--- src/design/lbp_pkg.sv ---
package lbp_pkg;

    typedef enum logic [1:0] {
        MODE_IDLE = 2'd0,
        MODE_UP   = 2'd1,
        MODE_DOWN = 2'd2
    } mode_t;

    typedef enum logic [1:0] {
        ACT_TICK  = 2'd0,
        ACT_ON    = 2'd1,
        ACT_OFF   = 2'd2,
        ACT_FLASH = 2'd3
    } action_t;

    localparam int LEVEL_W = 8;
    localparam int IDX_W   = 4;
    localparam int MASK_W  = 14;
    localparam int CMP_W   = 7;
    localparam int IN_DATA_W  = 8;
    localparam int OUT_DATA_W = 32;

    localparam logic CFG_PWM_LEVELS    = 1'b0;
    localparam logic CFG_RAMP_INTERVAL = 1'b1;

    localparam logic [LEVEL_W-1:0] PWM_LEVELS_RST    = 8'd10;
    localparam logic [LEVEL_W-1:0] RAMP_INTERVAL_RST = 8'd20;

endpackage

--- src/design/led_breathing_pwm_bank_unit.sv ---
// Breathing LED bank driven by software PWM.
// Input channel (s_*): one item per tick or command. s_tuser carries the
// action (tick, turn on, turn off, start flash), s_tdata the LED index.
// Output channel (m_*): exactly one result item per input item, carrying the
// lit mask, the flashing mask and whether the addressed LED is flashing.
// The item is accepted, state and result are updated at the same edge, and the
// result is shown from the output register.
// Throughput is one item per cycle; all LEDs update in parallel from small
// compares against the shared PWM and ramp phase counters.
// When the receiver stalls, the result is held in the output register and
// s_tready drops until it is taken; taking it reopens the input in the same
// cycle. Reset clears both phase counters, sets every LED idle, unlit and at
// level zero, loads pwm_levels = 10 and ramp_interval = 20, and empties the
// output. Configuration is written through cfg_we/cfg_index/cfg_wdata; the user
// must do so only while idle, and the block itself does not enforce this.
module led_breathing_pwm_bank_unit #(
    parameter int LED_COUNT = 14
) (
    input  logic                                clk,
    input  logic                                rst_n,
    input  logic                                cfg_we,
    input  logic                                cfg_index,
    input  logic [lbp_pkg::LEVEL_W-1:0]         cfg_wdata,
    input  logic                                s_tvalid,
    output logic                                s_tready,
    // [3:0] led_index, [7:4] zero
    input  logic [lbp_pkg::IN_DATA_W-1:0]       s_tdata,
    // [1:0] action
    input  logic [1:0]                          s_tuser,
    output logic                                m_tvalid,
    input  logic                                m_tready,
    // [13:0] led_on_mask, [27:14] flashing_mask, [28] index_flashing, [31:29] zero
    output logic [lbp_pkg::OUT_DATA_W-1:0]      m_tdata
);

    localparam int LW = lbp_pkg::LEVEL_W;
    localparam int MW = lbp_pkg::MASK_W;

    logic [LW-1:0]       pwm_levels_reg;
    logic [LW-1:0]       ramp_interval_reg;
    logic [LW-1:0]       pwm_phase_reg;
    logic [LW-1:0]       pwm_phase_next;
    logic [LW-1:0]       ramp_phase_reg;
    logic [LW-1:0]       ramp_phase_next;
    lbp_pkg::mode_t      mode_reg  [LED_COUNT];
    lbp_pkg::mode_t      mode_next [LED_COUNT];
    logic [LW-1:0]       level_reg  [LED_COUNT];
    logic [LW-1:0]       level_next [LED_COUNT];
    logic [LED_COUNT-1:0] lit_reg;
    logic [LED_COUNT-1:0] lit_next;
    logic                out_valid_reg;
    logic [lbp_pkg::OUT_DATA_W-1:0] out_data_reg;
    logic [lbp_pkg::OUT_DATA_W-1:0] out_data_next;

    logic                    accept;
    lbp_pkg::action_t        action;
    logic [lbp_pkg::IDX_W-1:0] led_index;
    logic [LW:0]             pwm_inc;
    logic [LW:0]             ramp_inc;
    logic [MW-1:0]           on_mask;
    logic [MW-1:0]           fl_mask;
    logic                    index_flashing;

    assign action    = lbp_pkg::action_t'(s_tuser);
    assign led_index = s_tdata[lbp_pkg::IDX_W-1:0];
    assign s_tready  = !out_valid_reg || m_tready;
    assign accept    = s_tvalid && s_tready;
    assign m_tvalid  = out_valid_reg;
    assign m_tdata   = out_data_reg;

    assign pwm_inc  = {1'b0, pwm_phase_reg} + {{LW{1'b0}}, 1'b1};
    assign ramp_inc = {1'b0, ramp_phase_reg} + {{LW{1'b0}}, 1'b1};

    always_comb
    begin
        pwm_phase_next  = pwm_phase_reg;
        ramp_phase_next = ramp_phase_reg;
        if (action == lbp_pkg::ACT_TICK)
        begin
            pwm_phase_next  = (pwm_inc >= {1'b0, pwm_levels_reg}) ? '0 : pwm_inc[LW-1:0];
            ramp_phase_next = (ramp_inc > {1'b0, ramp_interval_reg}) ? '0 : ramp_inc[LW-1:0];
        end
    end

    always_comb
    begin
        for (int i = 0; i < LED_COUNT; i++)
        begin
            mode_next[i]  = mode_reg[i];
            level_next[i] = level_reg[i];
            lit_next[i]   = lit_reg[i];
            if (action == lbp_pkg::ACT_TICK)
            begin
                if (mode_reg[i] != lbp_pkg::MODE_IDLE)
                begin
                    if (level_reg[i] == '0)
                        lit_next[i] = 1'b0;
                    else if (level_reg[i] == pwm_levels_reg)
                        lit_next[i] = 1'b1;
                    else if (pwm_phase_next == '0)
                        lit_next[i] = 1'b1;
                    else if (pwm_phase_next == level_reg[i])
                        lit_next[i] = 1'b0;
                    if (ramp_phase_next == '0)
                    begin
                        case (mode_reg[i])
                            lbp_pkg::MODE_UP:
                            begin
                                if (level_reg[i] >= pwm_levels_reg)
                                begin
                                    level_next[i] = pwm_levels_reg;
                                    mode_next[i]  = lbp_pkg::MODE_DOWN;
                                end
                                else
                                    level_next[i] = level_reg[i] + 1'b1;
                            end
                            lbp_pkg::MODE_DOWN:
                            begin
                                if (level_reg[i] == '0)
                                    mode_next[i] = lbp_pkg::MODE_IDLE;
                                else
                                    level_next[i] = level_reg[i] - 1'b1;
                            end
                            default:
                            begin
                                mode_next[i] = mode_reg[i];
                            end
                        endcase
                    end
                end
            end
            else if ({3'b000, led_index} == lbp_pkg::CMP_W'(i))
            begin
                case (action)
                    lbp_pkg::ACT_ON:
                    begin
                        mode_next[i] = lbp_pkg::MODE_IDLE;
                        lit_next[i]  = 1'b1;
                    end
                    lbp_pkg::ACT_OFF:
                    begin
                        mode_next[i] = lbp_pkg::MODE_IDLE;
                        lit_next[i]  = 1'b0;
                    end
                    lbp_pkg::ACT_FLASH:
                    begin
                        mode_next[i]  = lbp_pkg::MODE_UP;
                        level_next[i] = '0;
                    end
                    default:
                    begin
                        mode_next[i] = mode_reg[i];
                    end
                endcase
            end
        end
    end

    always_comb
    begin
        index_flashing = 1'b0;
        for (int i = 0; i < LED_COUNT; i++)
        begin
            if ({3'b000, led_index} == lbp_pkg::CMP_W'(i)
                && mode_next[i] != lbp_pkg::MODE_IDLE)
                index_flashing = 1'b1;
        end
    end

    // LEDs beyond the mask width run but are not reported
    for (genvar g = 0; g < MW; g++)
    begin : g_mask
        if (g < LED_COUNT)
        begin : g_led
            assign on_mask[g] = lit_next[g];
            assign fl_mask[g] = (mode_next[g] != lbp_pkg::MODE_IDLE);
        end
        else
        begin : g_none
            assign on_mask[g] = 1'b0;
            assign fl_mask[g] = 1'b0;
        end
    end

    assign out_data_next = {3'b000, index_flashing, fl_mask, on_mask};

    always_ff @(posedge clk or negedge rst_n)
    begin
        if (!rst_n)
        begin
            pwm_levels_reg    <= lbp_pkg::PWM_LEVELS_RST;
            ramp_interval_reg <= lbp_pkg::RAMP_INTERVAL_RST;
        end
        else if (cfg_we)
        begin
            case (cfg_index)
                lbp_pkg::CFG_PWM_LEVELS:    pwm_levels_reg    <= cfg_wdata;
                lbp_pkg::CFG_RAMP_INTERVAL: ramp_interval_reg <= cfg_wdata;
                default:                    pwm_levels_reg    <= pwm_levels_reg;
            endcase
        end
    end

    always_ff @(posedge clk or negedge rst_n)
    begin
        if (!rst_n)
        begin
            pwm_phase_reg  <= '0;
            ramp_phase_reg <= '0;
            lit_reg        <= '0;
            for (int i = 0; i < LED_COUNT; i++)
            begin
                mode_reg[i]  <= lbp_pkg::MODE_IDLE;
                level_reg[i] <= '0;
            end
        end
        else if (accept)
        begin
            pwm_phase_reg  <= pwm_phase_next;
            ramp_phase_reg <= ramp_phase_next;
            lit_reg        <= lit_next;
            for (int i = 0; i < LED_COUNT; i++)
            begin
                mode_reg[i]  <= mode_next[i];
                level_reg[i] <= level_next[i];
            end
        end
    end

    always_ff @(posedge clk or negedge rst_n)
    begin
        if (!rst_n)
            out_valid_reg <= 1'b0;
        else if (accept)
            out_valid_reg <= 1'b1;
        else if (m_tready)
            out_valid_reg <= 1'b0;
    end

    always_ff @(posedge clk)
    begin
        if (accept)
            out_data_reg <= out_data_next;
    end

endmodule

--- config.mk ---
export PLATFORM = sky130hd
export DESIGN_NAME = led_breathing_pwm_bank_unit
export DESIGN_NICKNAME = d
export VERILOG_FILES = /design/src/design/lbp_pkg.sv /design/src/design/led_breathing_pwm_bank_unit.sv
export SDC_FILE = /design/constraint.sdc
export NUM_CORES = 1
export LEC_CHECK = 0
export ABC_AREA = 1
export BUFFER_PORTS_ARGS = -buffer_cell sky130_fd_sc_hd__buf_4
export CORE_ASPECT_RATIO = 1.1
export CORE_MARGIN = 2
export CORE_UTILIZATION = 41
export CTS_CLUSTER_SIZE = 10
export DETAILED_ROUTE_END_ITERATION = 10
export GPL_TIMING_DRIVEN = 0
export HOLD_SLACK_MARGIN = 0.06
export PLACE_DENSITY_LB_ADDON = 0.08
export SLEW_MARGIN = 20
export SYNTH_ARGS = -nofsm -noshare
export SYNTH_HDL_FRONTEND = slang
export SYNTH_SLANG_ARGS = --single-unit
--- constraint.sdc ---
create_clock -name clk -period 4.1 [get_ports clk]
set_input_delay 0.41 -clock clk [delete_from_list [all_inputs] [get_ports clk]]
set_output_delay 0.41 -clock clk [all_outputs]
set_load 0.005 [all_outputs]
==> summary.md <==
| Metric | Value |
|---|---|
| Yosys synthesis warning count | 0 |
| Max Clk Rate | roughly 240 MHz |
| Top post-synthesis cells by count | nand2_1 (687), inv_1 (376), nor2_1 (281) |
| PwrDens | ~680 mW/mm² |
| Yosys reg bits | ~220 |
| FF-to-FF setup slack | around 0.090 ns |
| Sequential share of power | 0.237 |
| CP bufs+invs | 8 |
| Worst hold path type | input pin to flip-flop |
| Total global routing overflow | 0 |
| Initial antenna violation count | 0 |
| CP required | about 4.5 ns |
| Filler cell count in the final layout | approximately 5200 |
| Final HPWL DP | 68.2 mm |
| Gate power share | 0.609 |
| Layout Cells excl Fill | between 3000 and 4000 |
| Cell depth of the worst flop-to-flop path | 19 |
| Setup-failing EPs final | 5 |
| Sw Ratio | 0.541 |
| Final core utilization | 0.483 |
| Vias | around 24000 |
| Post-Syn Area | around 0.021 mm² |
| Net switching power | slightly above 9000 µW |
| Max-slew violation count | 0 |
| CP max stage delay | between 0.7 and 0.8 ns |
| Worst setup EP type | flip-flop |
| Syn Inst Count | approximately 3200 |
| Post-synth EDFFs | 29 |
| Clock share of power | 0.154 |
| Pleak | 0.0113 µW |
| Slowest CP cell | clkbuf_1 |
| Synth unique cells | a little over 50 |
| First-pass GRT wire length | roughly 140 mm |
| Worst R2R Start | pwm_levels_reg[4] |
| Final Hold Vio Count | 0 |
| DRT iter0 DRCs | approximately 2800 |
| H-tree levels | 1 |
| Share of synthesized registers carrying an async set or reset | 0.866 |
| PortBufs | 50 |
| Synth Flop Type | dfrtp_1 |
| Final GP Congestion | ~0.95 |
| Max VDD drop | 0.374 mV |
| Crit Path Max Fanout | 10 |
| Die span in x | about 220 µm |
| Syn avg cell area | around 6.7 µm² |
| DR vias/cell | 6.08 |
| Cell taking the most area after synthesis | dfrtp_1 |
| Final wirelength | 96.7 mm |
| TritonCTS Buffers | 29 |
| Post-synth top area share | 0.215 |
| Antenna diodes | 0 |
| Max FFs per register | between 100 and 150 |
| Final period util | 1.01 |
| Clock Latency Late Sink | between 0.5 and 0.6 ns |
| Largest net degree at the start of global routing | slightly below 80 |
| Outcome | finished, violations left |
| Post-synthesis sequential area ratio | 0.261 |
| CORE AREA | 0.0513 mm² |
| Worst Tran Pin Value | around 1.3 ns |
| Vias in the first global route | around 22000 |
| Setup Crit Path Kind | input pin to flip-flop |
| Worst hold endpoint | m_tvalid |
| Cell count of the worst hold path | 4 |
| Int Power | slightly below 8000 µW |
| Post-layout nets | around 3500 |
| CP arrival | ~4.6 ns |
| DRT Pass-1 Iters | 6 |
| CTS tree | built |
| Hold_sp | m_tready |
| DRT antenna net count | 0 |
| DRC violations left | 0 |
| CTS max path bufs | 3 |
| Die area | 0.0538 mm² |
| Num ports | a little under 60 |
| Starting Density | 0.415 |
| Drt wl/cell | between 20 and 25 µm |
| Synthesis-to-finish area growth | 16.4% |
| Worst R2R End | m_tdata[4] |
| CTS clock-pin slew for the worst setup and hold paths | 0.06 ns |
| Critical path cell sequence | buf_4, inv_1, ha_1, inv_1, buf_2, buf_1, clkbuf_1, clkbuf_2, clkbuf_1, a21oi_1, a21boi_2 |
| # rows | between 80 and 90 |
| Failing checks | setup timing |
| Die span in y | roughly 240 µm |
| Top delay family on crit path | buffers and inverters |
| Inst Count DP | ~4000 |
| Clk root buf | clkbuf_16 |
| Setup WS post-layout | -0.0519 ns |
| Total GRT Usage | 0.347 |
| Top-count cell post-synth | nand2_1 |
| Tmin final | 4.15 ns |
| CP startpoint kind | input pin |
| TritonCTS Sinks | roughly 220 |
| MaxCap Viol Count | 0 |
| Synth area leaders | dfrtp_1 (22%), nand2_1 (12%), ha_1 (12%) |
| Layout cells sized above 1 | 0.0920 |
| Slew headroom | 0.147 |
| Setup TNS | -0.121 ns |
| Setup Skew | 0.0119 ns |
what timing repair did:
action | 4_1_cts | 5_1_grt
cloned | 0 | 3
pin swaps | 9 | 17
buffers inserted | 23 | 28
hold endpoints to repair | 75 | 0
endpoints found under the setup margin | 190 | 141
resized for setup | 83 | 93
hold buffers | 1 | 0
worst reg2reg max path, cell delays in order, from the launching register on:
cell      delay, ns
dfrtp_1        0.73
inv_4          0.36
ha_1           0.46
a21oi_1        0.18
o21a_1         0.15
nor2_1         0.05
nor2_1         0.10
nand3_1        0.13
clkinv_4       0.18
nand3_4        0.21
nand2_8        0.19
buf_8          0.24
nand2_1        0.07
nand4_1        0.08
nor2_1         0.05
nand2_1        0.19
nand2_1        0.08
nand2_1        0.07
nand2_1        0.08
a21boi_2       0.23
cell type report:
type                    count  area [µm²]  area share
clock buffers              42         805      0.0325
flip-flops and latches    216        5560       0.225
repair buffers            111        1080      0.0436
plain buffers             120         764      0.0309
inverters                 385        1470      0.0594
well taps                 667         835      0.0337
clock inverters            11         130     0.00525
multi-input cells        2442       14100       0.570
power groups by stage:
stage / Clock (µW) / Sequential (µW) / Combinational, µW
after floorplan: 0 / 3610 / 6610
after global placement: 0 / 3970 / 9190
after detailed placement: 0 / 3970 / 9410
after CTS: 2640 / 3950 / 9700
after global routing: 2730 / 4090 / 11300
final: 2610 / 4000 / 10300
placed cells by master (no fill, tap or decap), types with 7 or more instances in the layout:
| master | Yosys | final |
|---|---|---|
| o2111ai_1 | 17 | 17 |
| nor3_1 | 91 | 86 |
| nor3_4 | 10 | 16 |
| buf_12 | 0 | 15 |
| dfrtp_1 | 183 | 179 |
| nand2_1 | 687 | 666 |
| a31oi_1 | 17 | 16 |
| clkbuf_2 | 0 | 10 |
| clkbuf_1 | 79 | 66 |
| buf_6 | 0 | 13 |
| nor2_1 | 281 | 277 |
| o211ai_1 | 48 | 48 |
| a21oi_1 | 187 | 182 |
| nor4_1 | 9 | 9 |
| xor2_1 | 78 | 77 |
| o22ai_1 | 8 | 8 |
| nand4_1 | 79 | 79 |
| o21ai_0 | 218 | 217 |
| clkbuf_16 | 0 | 31 |
| o21ai_1 | 97 | 98 |
| xnor2_1 | 14 | 14 |
| a221oi_1 | 38 | 38 |
| buf_2 | 15 | 8 |
| clkinv_2 | 0 | 8 |
| nand3_1 | 258 | 252 |
| inv_1 | 376 | 372 |
| buf_4 | 16 | 105 |
| a211oi_1 | 32 | 32 |
| a21boi_1 | 14 | 11 |
| nand2_2 | 4 | 14 |
| nand2_4 | 0 | 7 |
| ha_1 | 205 | 204 |
| edfxtp_1 | 29 | 29 |
how the worst max path moves through the flow:
stage | from | to | slack (ns) | cells after the start
CTS | ramp_phase_reg[0] | level_reg[41] | -0.0005 | 24
detailed placement | pwm_levels_reg[1] | m_tdata[4] | -1.88 | 18
floorplan | ramp_phase_reg[0] | m_tdata[28] | 0.75 | 27
finish | s_tuser[0] | m_tdata[4] | -0.05 | 11
global route | ramp_phase_reg[1] | m_tdata[28] | -0.06 | 28
global placement | pwm_levels_reg[1] | m_tdata[4] | -2.72 | 18
logic make-up after synthesis:
| kind of cell | after synthesis | synth area share |
|---|---|---|
| other cells | 1 | 0.000176 |
| buf+inv | 506 | 0.0935 |
| xor+xnor | 92 | 0.0379 |
| simple gates | 1438 | 0.295 |
| fa+ha+maj | 205 | 0.121 |
| flops | 216 | 0.261 |
| compound gates | 703 | 0.192 |
metal layers:
layer  global-route usage  share of wire  vias to the layer above
met5                    0              0                        -
met4                0.176          0.060                        0
met3               0.0645          0.097                      307
met2                0.530           0.43                     1367
met1                0.468           0.42                    11495
li1                     -              -                    11099
through the flow:
step | total power (µW) | hold slack, ns | worst slack, ns | cell area (µm²)
global placement | 13200 | 0.474 | -2.72 | 22500
finish | 16900 | 0.102 | -0.0519 | 24800
global route | 18200 | 0.122 | -0.0647 | 24800
floorplan | 10200 | 0.114 | 0.747 | 21300
detailed placement | 13400 | 0.466 | -1.88 | 22700
CTS | 16300 | 0.0939 | -0.000548 | 24200
Power figures use the tool's default switching activity.
